$ cat src/hdl/assert_macros.svh
// assertion macros for the rtl files that check themselves
// no dependencies
`ifndef ASSERT_MACROS_SVH
`define ASSERT_MACROS_SVH

// condition a in a cycle implies condition b in the same cycle
`define ASSERT_SAME(label, clk, rst_n, a, b) \
    label: assert property (@(posedge clk) disable iff (!rst_n) (a) |-> (b)) \
        else $error("same-cycle check failed");

// condition a in a cycle implies condition b in the next cycle
`define ASSERT_NEXT(label, clk, rst_n, a, b) \
    label: assert property (@(posedge clk) disable iff (!rst_n) (a) |=> (b)) \
        else $error("next-cycle check failed");

`endif

$ cat src/hdl/ipcct_pkg.sv
// shared types and constants of the channel token table
// no dependencies
`timescale 1ns / 1ps

package ipcct_pkg;

    localparam int CHANNELS    = 64;
    localparam int CH_BITS     = (CHANNELS > 1) ? $clog2(CHANNELS) : 1;
    localparam int INDEX_BITS  = 6;
    localparam int PID_BITS    = 8;
    localparam int LEN_BITS    = 16;
    localparam int HANDLE_BITS = 8;
    localparam int SHM_BITS    = HANDLE_BITS + 1;
    localparam int VALUE_BITS  = LEN_BITS + 1;
    localparam logic [LEN_BITS-1:0] MIN_BUF_RESET = LEN_BITS'(4096);

    typedef enum logic [2:0] {
        OP_OPEN      = 3'd0,
        OP_CLOSE     = 3'd1,
        OP_RING      = 3'd2,
        OP_PEER      = 3'd3,
        OP_WRITE     = 3'd4,
        OP_READ      = 3'd5,
        OP_READY     = 3'd6,
        OP_CLOSE_ALL = 3'd7
    } opcode_t;

    typedef enum logic [2:0] {
        ST_IDLE,
        ST_FETCH,
        ST_EXEC,
        ST_SCAN_RD,
        ST_SCAN_EV,
        ST_FLUSH
    } state_t;

    typedef struct packed {
        logic [PID_BITS-1:0]    owner;
        logic [PID_BITS-1:0]    partner;
        logic [PID_BITS-1:0]    holder;
        logic [HANDLE_BITS-1:0] handle;
        logic [LEN_BITS-1:0]    size;
        logic [LEN_BITS-1:0]    cursor;
        logic [LEN_BITS-1:0]    fill;
    } entry_t;

    typedef struct packed {
        logic [VALUE_BITS-1:0]  value;
        logic [1:0]             wake_mask;
        logic [PID_BITS-1:0]    wake_pid_a;
        logic [PID_BITS-1:0]    wake_pid_b;
        logic                   sleep_caller;
        logic [LEN_BITS-1:0]    copy_offset;
        logic [LEN_BITS-1:0]    copy_length;
        logic                   free_valid;
        logic [HANDLE_BITS-1:0] freed_handle;
        logic                   last;
    } result_t;

    typedef struct packed {
        logic load;
        logic exec;
        logic scan_eval;
        logic idx_inc;
        logic flush;
    } ctrl_cmd_t;

    typedef struct packed {
        logic is_scan;
        logic stop;
        logic idx_last;
    } ctrl_status_t;

endpackage

$ cat src/hdl/ipcct_ctrl.sv
// sequencer of the channel token table: accepts requests and steps the datapath
// depends on ipcct_pkg
`timescale 1ns / 1ps

module ipcct_ctrl (
    input  logic                  clk,
    input  logic                  rst_n,
    input  logic                  start,
    input  ipcct_pkg::ctrl_status_t status,
    output ipcct_pkg::ctrl_cmd_t    cmd,
    output logic                  busy
);
    import ipcct_pkg::*;

    state_t state_reg;
    state_t state_next;

    always_ff @(posedge clk or negedge rst_n)
    begin
        if (!rst_n)
        begin
            state_reg <= ST_IDLE;
        end
        else
        begin
            state_reg <= state_next;
        end
    end

    always_comb
    begin
        state_next = state_reg;
        cmd        = '0;
        busy       = 1'b1;
        case (state_reg)
            ST_IDLE:
            begin
                busy = 1'b0;
                if (start)
                begin
                    cmd.load   = 1'b1;
                    state_next = ST_FETCH;
                end
            end
            // entry read is in flight during this cycle
            ST_FETCH:
            begin
                state_next = status.is_scan ? ST_SCAN_EV : ST_EXEC;
            end
            ST_EXEC:
            begin
                cmd.exec   = 1'b1;
                state_next = ST_IDLE;
            end
            ST_SCAN_RD:
            begin
                state_next = ST_SCAN_EV;
            end
            ST_SCAN_EV:
            begin
                cmd.scan_eval = 1'b1;
                if (status.stop)
                begin
                    state_next = ST_IDLE;
                end
                else if (status.idx_last)
                begin
                    state_next = ST_FLUSH;
                end
                else
                begin
                    cmd.idx_inc = 1'b1;
                    state_next  = ST_SCAN_RD;
                end
            end
            ST_FLUSH:
            begin
                cmd.flush  = 1'b1;
                state_next = ST_IDLE;
            end
            default:
            begin
                state_next = ST_IDLE;
            end
        endcase
    end

endmodule

$ cat config.mk
export PLATFORM = sky130hd
export DESIGN_NAME = ipcct_ctrl
export DESIGN_NICKNAME = d
export VERILOG_FILES = /design/src/hdl/assert_macros.svh /design/src/hdl/ipcct_pkg.sv /design/src/hdl/ipcct_ctrl.sv
export SDC_FILE = /design/constraint.sdc
export NUM_CORES = 1
export LEC_CHECK = 0
export BUFFER_PORTS_ARGS = -buffer_cell sky130_fd_sc_hd__buf_4
export CAP_MARGIN = 0
export CORE_AREA = 5 5 42 44
export CTS_BUF_LIST = sky130_fd_sc_hd__clkbuf_8
export DETAILED_ROUTE_END_ITERATION = 8
export DIE_AREA = 0 0 47 49
export PLACE_DENSITY = 0.35
export SLEW_MARGIN = 20
export SYNTH_ARGS = -nofsm -noshare
export SYNTH_HDL_FRONTEND = slang
export SYNTH_SLANG_ARGS = --single-unit
$ cat constraint.sdc
create_clock -name clk -period 1.53 [get_ports clk]
set_clock_uncertainty 0.15 [all_clocks]
set_input_delay 0.2295 -clock clk [delete_from_list [all_inputs] [get_ports clk]]
set_output_delay 0.2295 -clock clk [all_outputs]
set_load 0.005 [all_outputs]
After elaboration in Yosys (flattened, before gate mapping)
Index checks and enable logic that the tools add are counted.
Word-level totals
  bits in registers: 3
  bits of input ports: 6
  output and inout port bits: 6
  logic and storage cells: 21
Cells by class
  equal/unequal tests: 6
  multiplexer cells: 13
  reductions and logical operators: 1
Operators by type and width (number)
  $mux W3: 4
  $pmux W3 S4: 1
  $mux W1: 7
  $eq A3 B2 Y1 const B: 2
  $eq A3 B3 Y1 const B: 2
  $eq A3 B1 Y1 const B: 1
  $logic_not A3 Y1: 1
  $mux W2: 1
  $ne A2 B2 Y1 const B: 1

Logic depth before layout (Yosys ltp)
Gate-level depths: netlist of the first run.
  depth in word-level cells: 3
  gate-level depth with buffers: 3
  depth with buffers taken out: 2

Worst setup path before layout of the first run
No wires, ideal clock.
  path type: register -> output
  start point: register state_reg[1]
  end point: output cmd[1] (netlist name)
  arrival time: 1045 ps
  data required time: 1150 ps
  setup slack: 106 ps
  cell stages (with the launch flop): 4
  buffers on the path: 1
  cells stage by stage: dfrtp_1 -> clkbuf_1 -> nor4b_1 -> nor2b_1
RTL lines
  start, declared: RTL line ipcct_ctrl.sv:15  | state_t state_reg;
  start signal, assigned: RTL line ipcct_ctrl.sv:26  | state_reg <= state_next;
  end, declared: RTL line ipcct_ctrl.sv:10  | output ipcct_pkg::ctrl_cmd_t cmd,

==> metrics.sh, run 1 <==
GRT_PASS1_WL_UM=1100
FINAL_COMMON_CELL='sky130_fd_sc_hd__buf_4'
GRT_REMAINING_OVERFLOW=0
DIEWIDTH_UM=47
DIE_Y_UM=49
CRITPATHKIND='reg2out'
CLKTRANSATPATHREGS_NS=0.03
CELLPOWERDENSITY_nW_PER_UM2=1800
SYNTH_SEQUENTIAL_AREA_RATIO_PCT=35.5
SYNTH_CELLS=22
AREA_DELTA_SYNTH_FINAL_PCT=118
DP_HPWL_UM=482
SYNTH_WARN=0
FINAL_NET_COUNT=50
START_UTIL_PCT=15.1
HOLD_WS_NS=0.125
MIN-DELAY-PATH-CLASS='in2reg'
TIMING.FINAL.MAX_SLEW_VIOLATIONS=0
SYNTHESIS.AREA_UM2=211
STARTPOINT_TYPE='register'
ANTENNA_VIOLATING_NETS_POST_ROUTE=0
STD_CELL_ROWS=14
CLOCK_SINK_COUNT=3
CLK-INSERTION-DELAY-LATE_NS=0.21
DRC=0
DRT-INITIAL-DRC-COUNT=3
CORE_REGION_AREA_UM2=1400
SYNTHTOPCELLSBYAREA='sky130_fd_sc_hd__dfrtp_1 (36%), sky130_fd_sc_hd__nor3b_1 (7.1%), sky130_fd_sc_hd__or4b_4 (6.5%)'
GLOBALPLACE.CONGESTION=0.667
LARGEST_REGISTER_FFS=3
POSTLAYOUTSETUPSLACKWORST_NS=-0.0588
SLEW_HEADROOM_PCT=86.3
TRITONCTS='done'
TIMING.FINAL.HOLD_VIOLATIONS=0
CRIT_PATH_END_KIND='output pin'
CLK_PATH_BUF_DEPTH=2
STATUS='finished with violations'
SYN_NETS=28
TIMING.CRITICAL_PATH.REQUIRED_NS=1.15
ANTENNA_FOUND_INITIAL=0
LAYOUT_COMMON_CELLS='sky130_fd_sc_hd__buf_4 (16), sky130_fd_sc_hd__clkbuf_8 (3)'
DRT-WIRELENGTH-PER-CELL_UM=11.0
SYNTH.DISTINCT_CELLS=17
DRT-TOTAL-WL_UM=648
VIOLATIONS='setup timing'
POST-SYNTH-TOP-AREA-CELL='sky130_fd_sc_hd__dfrtp_1'
CP_DATA_ARRIVAL_TIME_NS=1.21
FINAL.MIN_CLOCK_PERIOD_NS=1.59
DESIGN_AREA_UM2=460
FIRST_PASS_ITERS=4
UNREPAIRED_SETUP_ENDPOINTS_AFTER_GLOBAL_ROUTING='yes'
ROOT_BUFFER='sky130_fd_sc_hd__clkbuf_8'
MAXCLOCKFREQUENCY_MHz=629
CTS_BUFFERS=3
ANTENNADIODECOUNT=0
CRITICAL_PATH_PEAK_FANOUT=6
LAYOUT-DRIVE-GT1-SHARE_PCT=74.4
SYNTH-SEQ-CELLS=3
TIGHTEST_SLEW_NS=0.205
VIA_COUNT=241
GLOBALROUTETOTALUTIL_PCT=6.91
N_FILL_CELL=152
TOP_LEVEL_PORTS=12
TIMING.FINAL.CRIT_SHARE_PCT=104
DIE_AR_UM2=2300
VIAS_IN_THE_FIRST_GLOBAL_ROUTE=306
LEAKAGE_nW=0.212
MAX_CAP_VIOL=0
FINALSETUPVIOLATIONS=2
PLACED_CELL_AREA_UM2=322
VIASPERCELL=4.08
GRT_START_MAX_NET_PINS=7
VDD_DROP_MAX_uV=470
CTSHTREEMAXLEVEL=1
SYNTH_TOP_CELL_AREA_SHARE_PCT=35.5
FINALPOWER_uW=829
SYN-MEAN-INSTANCE-AREA_UM2=9.61
QUANTITY_OF_I_O_BUFFERS_INSERTED_ON_PORTS=11
-- Yosys cell counts (all sizes together) --
master / n
dfrtp: 3
nand2b: 2
nor2: 2
nor3b: 2
a211oi: 1
a21oi: 1
buf: 1
clkbuf: 1
nand2: 1
nor2b: 1
nor3: 1
nor4b: 1
o2bb2ai: 1
or2b: 1
or3: 1
or3b: 1
or4b: 1
-- repair_timing --
item,in CTS,in global routing
endpoints found under the hold margin,3,0
pin swaps,1,1
hold buffers,1,0
setup endpoints to repair,4,6
setup buffers,3,1
resized for setup,11,1
-- power breakdown --
part / internal (mW) / switching [mW] / leakage, nW
combinational: 0.292 / 0.147 / 0.149
clock: 0.170 / 0.0479 / 0.0269
sequential: 0.116 / 0.0556 / 0.0367
total: 0.578 / 0.250 / 0.212
-- final cells by class --
type,instances,area (um^2),area share [%]
well taps,16,20.0,4.35
clock inverters,1,3.75,0.815
flip-flops and latches,3,77.6,16.8
repair buffers,19,153,33.2
multi-input cells,17,165,35.9
clock buffers,3,41.3,8.97
-- path summary, 6_finish.rpt --
path	startpoint	endpoint	slack [ns]	cells after the start
hold reg to reg	state_reg[0]	state_reg[1]	0.49	2
setup reg to reg	state_reg[2]	state_reg[1]	0.08	4
hold / removal	status[0]	state_reg[2]	0.13	2
max in group asynchronous	rst_n	state_reg[0]	0.93	2
min in group asynchronous	rst_n	state_reg[1]	0.20	2
setup / recovery	state_reg[0]	cmd[1]	-0.06	3
-- per-stage QoR --
step | setup WS, ns | setup TNS (ns) | instances | util [%]
detailed placement | 0.0496 | 0 | 50 | 22.9
finish | -0.0588 | -0.0689 | 59 | 32.9
global placement | 0.0578 | 0 | 50 | 22.9
global route | -0.104 | -0.205 | 59 | 32.9
floorplan | 0.106 | 0 | 22 | -
CTS | -0.0689 | -0.0969 | 58 | 32.1
-- layer usage --
layer  GRT usage, %  up-vias  wire [um]
li1               -      120          -
met2           11.1        5        352
met1           6.17      116        280
met4           8.29        0          0
met5              0        -          0
met3           1.11        0         14
-- critical path, stage by stage (launching register included) --
cell and delay [ns]:
sky130_fd_sc_hd__dfrtp_2 0.44, sky130_fd_sc_hd__nor4b_4 0.27, sky130_fd_sc_hd__nor2b_2 0.17, sky130_fd_sc_hd__buf_4 0.11
-- kinds of logic (layout without fill, tap and decap cells) --
family | after synthesis | in the layout | synth area share (%)
AND/OR/NAND/NOR | 14 | 14 | 45.6
AO/OA/AOI/OAI | 3 | 3 | 11.8
flip-flops | 3 | 3 | 35.5
buffers and inverters | 2 | 23 | 7.10
Power figures use the tool's default switching activity.
==> run 2, diff against run 1 <==
==> constraint.sdc (replaced) <==
create_clock -name clk -period 1.7 [get_ports clk]
set_clock_uncertainty 0.15 [all_clocks]
set_input_delay 0.425 -clock clk [delete_from_list [all_inputs] [get_ports clk]]
set_output_delay 0.425 -clock clk [all_outputs]
set_load 0.005 [all_outputs]
==> metrics.sh, run 2 (synthesis results as in run 1) <==
VIA_COUNT=236  # -2.1%
ANTENNADIODECOUNT=0  # unchanged
CP_SLOWEST_STAGE_DELAY_NS=0.45  # about the same
PLACED_CELL_AREA_UM2=329  # +2.3%
CTS_BUFFERS=3  # unchanged
VIASPERCELL=3.93  # -3.7%
DIE_Y_UM=49  # unchanged
FINALPOWER_uW=739  # -11%
CTSHTREEMAXLEVEL=1  # unchanged
ROOT_BUFFER='sky130_fd_sc_hd__clkbuf_8'
TRITONCTS='done'
TIGHTEST_SLEW_NS=0.199  # -0.00612 ns
POSTLAYOUTSETUPSLACKWORST_NS=-0.104  # -0.0449 ns
MAX_CAP_VIOL=0  # unchanged
TIMING.CRITICAL_PATH.CELLS='nor4b_4 > nor2b_2 > buf_4'
CRITPATHKIND='reg2out'
CLKTRANSATPATHREGS_NS=0.03  # about the same
DIEWIDTH_UM=47  # unchanged
DRT-INITIAL-DRC-COUNT=0  # -3
DRC=0  # unchanged
START_UTIL_PCT=15.1  # unchanged
POST-PLACE-WS_NS=-0.0244  # -0.0740 ns
TOP_LEVEL_PORTS=12  # unchanged
MAXCLOCKFREQUENCY_MHz=554
VIAS_IN_THE_FIRST_GLOBAL_ROUTE=270  # -12%
CP_DATA_ARRIVAL_TIME_NS=1.23  # +0.02 ns
GLOBALPLACE.CONGESTION=0.690  # +3.5%
GRT_START_MAX_NET_PINS=7  # unchanged
SLEW_HEADROOM_PCT=86.7  # +0.41 points
AREA_DELTA_SYNTH_FINAL_PCT=120
TIMING.REG2REG.WORST_PATH_DEPTH=2  # -2
ANTENNA_VIOLATING_NETS_POST_ROUTE=0  # unchanged
DIE_AR_UM2=2300  # unchanged
GLOBALROUTETOTALUTIL_PCT=6.34  # -0.56 points
QUANTITY_OF_I_O_BUFFERS_INSERTED_ON_PORTS=11  # unchanged
DP_HPWL_UM=453  # -6.2%
FINAL_COMMON_CELL='sky130_fd_sc_hd__buf_4'
DRT-TOTAL-WL_UM=642  # -0.93%
ANTENNA_FOUND_INITIAL=0  # unchanged
CELLPOWERDENSITY_nW_PER_UM2=1590  # -12%
CLK_PATH_BUF_DEPTH=2  # unchanged
UTILIZATION_PCT=33.1  # +0.27 points
FINAL.MIN_CLOCK_PERIOD_NS=1.80
TIMING.CRITICAL_PATH.REQUIRED_NS=1.12  # -0.03 ns
MIN-DELAY-PATH-CLASS='in2reg'
DPL.CELL_COUNT=51  # +2.0%
CRITPATHCAPTURE='cmd[1]'
TIMING.FINAL.MAX_SLEW_VIOLATIONS=0  # unchanged
CRITICAL_PATH.REG2REG.ENDPOINT='state_reg[1]'
LAYOUT_COMMON_CELLS='sky130_fd_sc_hd__buf_4 (16), sky130_fd_sc_hd__clkbuf_8 (3), sky130_fd_sc_hd__buf_6 (3)'
TIMING.FINAL.CRIT_SHARE_PCT=106
STATUS='finished with violations'
FIRST_PASS_ITERS=1  # -3
LEAKAGE_nW=0.215  # +1.5%
STD_CELL_ROWS=14  # unchanged
RRSETUPSLACK_NS=0.35  # +0.27 ns
UNREPAIRED_SETUP_ENDPOINTS_AFTER_GLOBAL_ROUTING='yes'
VIOLATIONS='setup timing'
CORE_REGION_AREA_UM2=1400  # unchanged
FINALSETUPVIOLATIONS=6  # +4
LAYOUT-DRIVE-GT1-SHARE_PCT=72.7  # -1.7 points
FINAL_NET_COUNT=51  # +2.0%
SETUP.WORST_PATH.START='state_reg[0]'
DRT-WIRELENGTH-PER-CELL_UM=10.7  # -2.6%
GRT_PASS1_WL_UM=1020  # -6.9%
HOLD_WS_NS=0.308  # +0.183 ns
CRITPATHSLOWESTCELL='sky130_fd_sc_hd__dfrtp_2'
STDCELL_COUNT=60  # +1.7%
CLK-INSERTION-DELAY-LATE_NS=0.21  # about the same
VDD_DROP_MAX_uV=434  # -7.8%
DESIGN_AREA_UM2=464  # +0.82%
TIMING.FINAL.HOLD_VIOLATIONS=0  # unchanged
CRIT_PATH_END_KIND='output pin'
STARTPOINT_TYPE='register'
LARGEST_REGISTER_FFS=3  # unchanged
R2R-START='state_reg[0]'
GRT_REMAINING_OVERFLOW=0  # unchanged
N_FILL_CELL=159  # +4.6%
CLOCK_SINK_COUNT=3  # unchanged
CRITICAL_PATH_PEAK_FANOUT=6  # unchanged
SETUP_TOTAL_NEGATIVE_SLACK_NS=-0.410  # -0.341 ns
-- run 2: worst max-delay path, delay by kind of cell (launching register included) --
family	cells	cell delay, ns
flip-flops	1	0.45
AND/OR/NAND/NOR	2	0.46
buffers and inverters	1	0.11
-- run 2: final cells by class --
class | count | area (um^2) | share of cell area, %
clock buffers | 3 | 41.3 | 8.89
clock inverters | 1 | 3.75 | 0.809
multi-input cells | 17 | 158 | 34.0
flip-flops and latches | 3 | 77.6 | 16.7
well taps | 16 | 20.0 | 4.31
repair buffers | 20 | 164 | 35.3
-- run 2: per-layer routing --
metal | global-route usage, % | vias up | part of all wire, %
met4 | 5.53 | 0 | 0
met2 | 10.2 | 5 | 55
li1 | - | 122 | -
met5 | 0 | - | 0
met3 | 1.11 | 0 | 2.3
met1 | 6.61 | 109 | 43
-- run 2: worst min-delay path by stage --
stage | to | cells past startpoint | slack [ns] | start
2_1_floorplan | state_reg[0] | 0 | -0.02 | rst_n
3_3_place_gp | state_reg[0] | 1 | 0.06 | rst_n
3_5_place_dp | state_reg[0] | 1 | 0.06 | rst_n
4_1_cts | state_reg[2] | 2 | 0.30 | status[0]
5_1_grt | state_reg[2] | 2 | 0.33 | status[0]
6_report | state_reg[2] | 2 | 0.31 | status[0]
-- run 2: report_power, final --
group          switching, mW  internal (mW)  total (mW)
clock network         0.0456          0.154       0.199
logic                  0.122          0.254       0.377
registers             0.0587          0.104       0.163
-- run 2: timing repair --
| action | 4_1_cts | 5_1_grt |
|---|---|---|
| setup buffers | 1 | 3 |
| hold buffers | 1 | 0 |
| setup endpoints to repair | 5 | 5 |
| resized for setup | 10 | 2 |
| endpoints found under the hold margin | 3 | 0 |
| pin swaps | 1 | 3 |
==> run 3, diff against run 2 <==
--- a/config.mk
+++ b/config.mk
@@ -5,7 +5,7 @@
 export SDC_FILE = /design/constraint.sdc
 export NUM_CORES = 1
 export LEC_CHECK = 0
-export BUFFER_PORTS_ARGS = -buffer_cell sky130_fd_sc_hd__buf_4
+export BUFFER_PORTS_ARGS = -buffer_cell sky130_fd_sc_hd__buf_2
 export CAP_MARGIN = 0
 export CORE_AREA = 5 5 42 44
 export CTS_BUF_LIST = sky130_fd_sc_hd__clkbuf_8
==> metrics.sh, run 3 (synthesis results as in run 1) <==
UNREPAIRED_SETUP_ENDPOINTS_AFTER_GLOBAL_ROUTING='yes'
QUANTITY_OF_I_O_BUFFERS_INSERTED_ON_PORTS=11  # unchanged
ANTENNA_FOUND_INITIAL=0  # unchanged
DP_HPWL_UM=425  # -6.1%
VIOLATIONS='setup timing'
POWER.CLOCK.FRACTION_PCT=27.3  # +0.3 points
REGISTER_AREA_UM2=78.8  # +1.6%
ANTENNADIODECOUNT=0  # unchanged
HOLD_WS_NS=0.308  # +0.000173 ns
CRITPATHKIND='reg2out'
GLOBALROUTETOTALUTIL_PCT=6.35  # about the same
PATH_DELAY_FAMILY='flip-flops'
MAX_CAP_VIOL=0  # unchanged
GRT_START_MAX_NET_PINS=11  # +4
TIMING.CRITICAL_PATH.CELLS='nor4b_4 > nor2b_1 > buf_2'
TIMING.FINAL.MAX_SLEW_VIOLATIONS=0  # unchanged
TRITONCTS='done'
LAYOUT_COMMON_CELLS='sky130_fd_sc_hd__buf_2 (10), sky130_fd_sc_hd__buf_4 (7), sky130_fd_sc_hd__clkbuf_8 (3), sky130_fd_sc_hd__dfrtp_2 (3)'
FIRST_PASS_ITERS=1  # unchanged
STD_CELL_ROWS=14  # unchanged
VIAS_IN_THE_FIRST_GLOBAL_ROUTE=234  # -13%
DESIGN_AREA_UM2=442  # -4.9%
CLK_PATH_BUF_DEPTH=2  # unchanged
FINALSETUPVIOLATIONS=2  # -4
CP_DATA_ARRIVAL_TIME_NS=1.19  # -0.04 ns
FINAL.MIN_CLOCK_PERIOD_NS=1.77  # -0.0359 ns
COMB_POWER_SHARE_PCT=50.6  # -0.4 points
UTILIZATION_PCT=31.5  # -1.6 points
MULTI_INPUT_AREA_UM2=163  # +3.2%
CRITPATHSLOWESTCELL='sky130_fd_sc_hd__dfrtp_2'
MAXCLOCKFREQUENCY_MHz=566  # +2.0%
GRT_PASS1_WL_UM=1030  # +0.69%
CRIT_BUF_INV=1  # unchanged
GRT_REMAINING_OVERFLOW=0  # unchanged
TIMING.FINAL.HOLD_VIOLATIONS=0  # unchanged
P_SWITCHING_uW=226  # -0.11%
CORE_REGION_AREA_UM2=1400  # unchanged
MIN-DELAY-PATH-CLASS='in2reg'
CRIT_PATH_END_KIND='output pin'
DPL.CELL_COUNT=50  # -2.0%
CLOCK_SINK_COUNT=3  # unchanged
POWER.SWITCHING_FRACTION_PCT=30.7  # +0.071 points
SEQPWRFRAC_PCT=22.1  # about the same
TIMING.CRITICAL_PATH.REQUIRED_NS=1.12  # about the same
ROOT_BUFFER='sky130_fd_sc_hd__clkbuf_8'
FINAL_NET_COUNT=51  # unchanged
CLKTRANSATPATHREGS_NS=0.03  # about the same
CLK-INSERTION-DELAY-LATE_NS=0.22  # about the same
CTS_BUFFERS=3  # unchanged
DRC=0  # unchanged
START_UTIL_PCT=15.1  # unchanged
TIGHTEST_SLEW_NS=0.209  # +0.0101 ns
LARGEST_REGISTER_FFS=3  # unchanged
DRT-INITIAL-DRC-COUNT=0  # unchanged
VDD_DROP_MAX_uV=462  # +6.5%
VIASPERCELL=4.05  # +3.0%
CELLPOWERDENSITY_nW_PER_UM2=1670  # +4.7%
DIEWIDTH_UM=47  # unchanged
DRT-WIRELENGTH-PER-CELL_UM=10.0  # -6.4%
N_FILL_CELL=163  # +2.5%
CP_SLOWEST_STAGE_DELAY_NS=0.43  # -0.02 ns
POSTLAYOUTSETUPSLACKWORST_NS=-0.0678  # +0.0359 ns
TOP_LEVEL_PORTS=12  # unchanged
VIA_COUNT=243  # +3.0%
STATUS='finished with violations'
DIE_AR_UM2=2300  # unchanged
TIMING.FINAL.CRIT_SHARE_PCT=104  # -2.1 points
CRITICAL_PATH_PEAK_FANOUT=4  # -2
AREA_DELTA_SYNTH_FINAL_PCT=109
GLOBALPLACE.CONGESTION=0.700  # +1.4%
CTSHTREEMAXLEVEL=1  # unchanged
SLEW_HEADROOM_PCT=86.0  # -0.70 points
LEAKAGE_nW=0.210  # -2.3%
DRT-TOTAL-WL_UM=601  # -6.4%
FINAL_COMMON_CELL='sky130_fd_sc_hd__buf_2'
LAYOUT-DRIVE-GT1-SHARE_PCT=75.0  # +2.3 points
STDCELL_COUNT=60  # unchanged
STARTPOINT_TYPE='register'
ANTENNA_VIOLATING_NETS_POST_ROUTE=0  # unchanged
INTERNAL_POWER_uW=510  # -0.44%
PLACED_CELL_AREA_UM2=294  # -11%
DIE_Y_UM=49  # unchanged
[run 3: final timing paths]
kind                              start      endpoint  slack (ns)  cells past startpoint
min in group asynchronous         rst_n  state_reg[0]        0.39                      2
hold reg to reg            state_reg[1]  state_reg[1]        0.46                      2
setup reg to reg           state_reg[0]  state_reg[1]        0.11                      4
hold / removal                status[0]  state_reg[2]        0.31                      2
max in group asynchronous         rst_n  state_reg[2]        0.90                      2
setup / recovery           state_reg[0]        cmd[1]       -0.07                      3
[run 3: final cells by class]
| cell class | instances | area share (%) |
|---|---|---|
| clock buffer | 3 | 9.35 |
| clock inverter | 1 | 0.850 |
| timing repair buffer | 20 | 30.6 |
| tap | 16 | 4.53 |
| multi-input combinational | 17 | 36.8 |
| sequential | 3 | 17.8 |
[run 3: worst reg2reg max path, stage by stage, from the launching register on]
cell	delay (ns)
sky130_fd_sc_hd__dfrtp_2	0.43
sky130_fd_sc_hd__buf_4	0.14
sky130_fd_sc_hd__buf_4	0.12
sky130_fd_sc_hd__or4b_4	0.53
sky130_fd_sc_hd__a21oi_2	0.14
[run 3: repair_timing]
| item | 4_1_cts | 5_1_grt |
|---|---|---|
| hold buffers | 1 | 0 |
| endpoints found under the hold margin | 3 | 0 |
| endpoints found under the setup margin | 5 | 5 |
| pin swaps | 1 | 1 |
| resized for setup | 8 | 4 |
| buffers inserted | 1 | 4 |
[run 3: power by group through the flow]
| stage | clock network, mW | registers, mW | logic, mW |
|---|---|---|---|
| 6_report | 0.201 | 0.162 | 0.372 |
| 3_5_place_dp | 0 | 0.152 | 0.216 |
| 5_1_grt | 0.213 | 0.172 | 0.407 |
| 2_1_floorplan | 0 | 0.121 | 0.160 |
| 3_3_place_gp | 0 | 0.155 | 0.215 |
| 4_1_cts | 0.208 | 0.169 | 0.269 |
[run 3: stage by stage]
stage	total power, mW	worst slack (ns)	TNS, ns
after floorplan	0.280	0.0800	0
after global placement	0.370	-0.00829	-0.00829
after detailed placement	0.368	0.00987	0
after CTS	0.646	-0.0800	-0.157
after global routing	0.791	-0.140	-0.259
final	0.736	-0.0678	-0.106
[run 3: routing by layer]
metal	vias up	track usage (%)	wire [um]
li1	123	-	-
met1	111	7.06	258
met2	7	8.82	297
met3	2	1.48	35
met4	0	6.91	10
met5	-	0	0
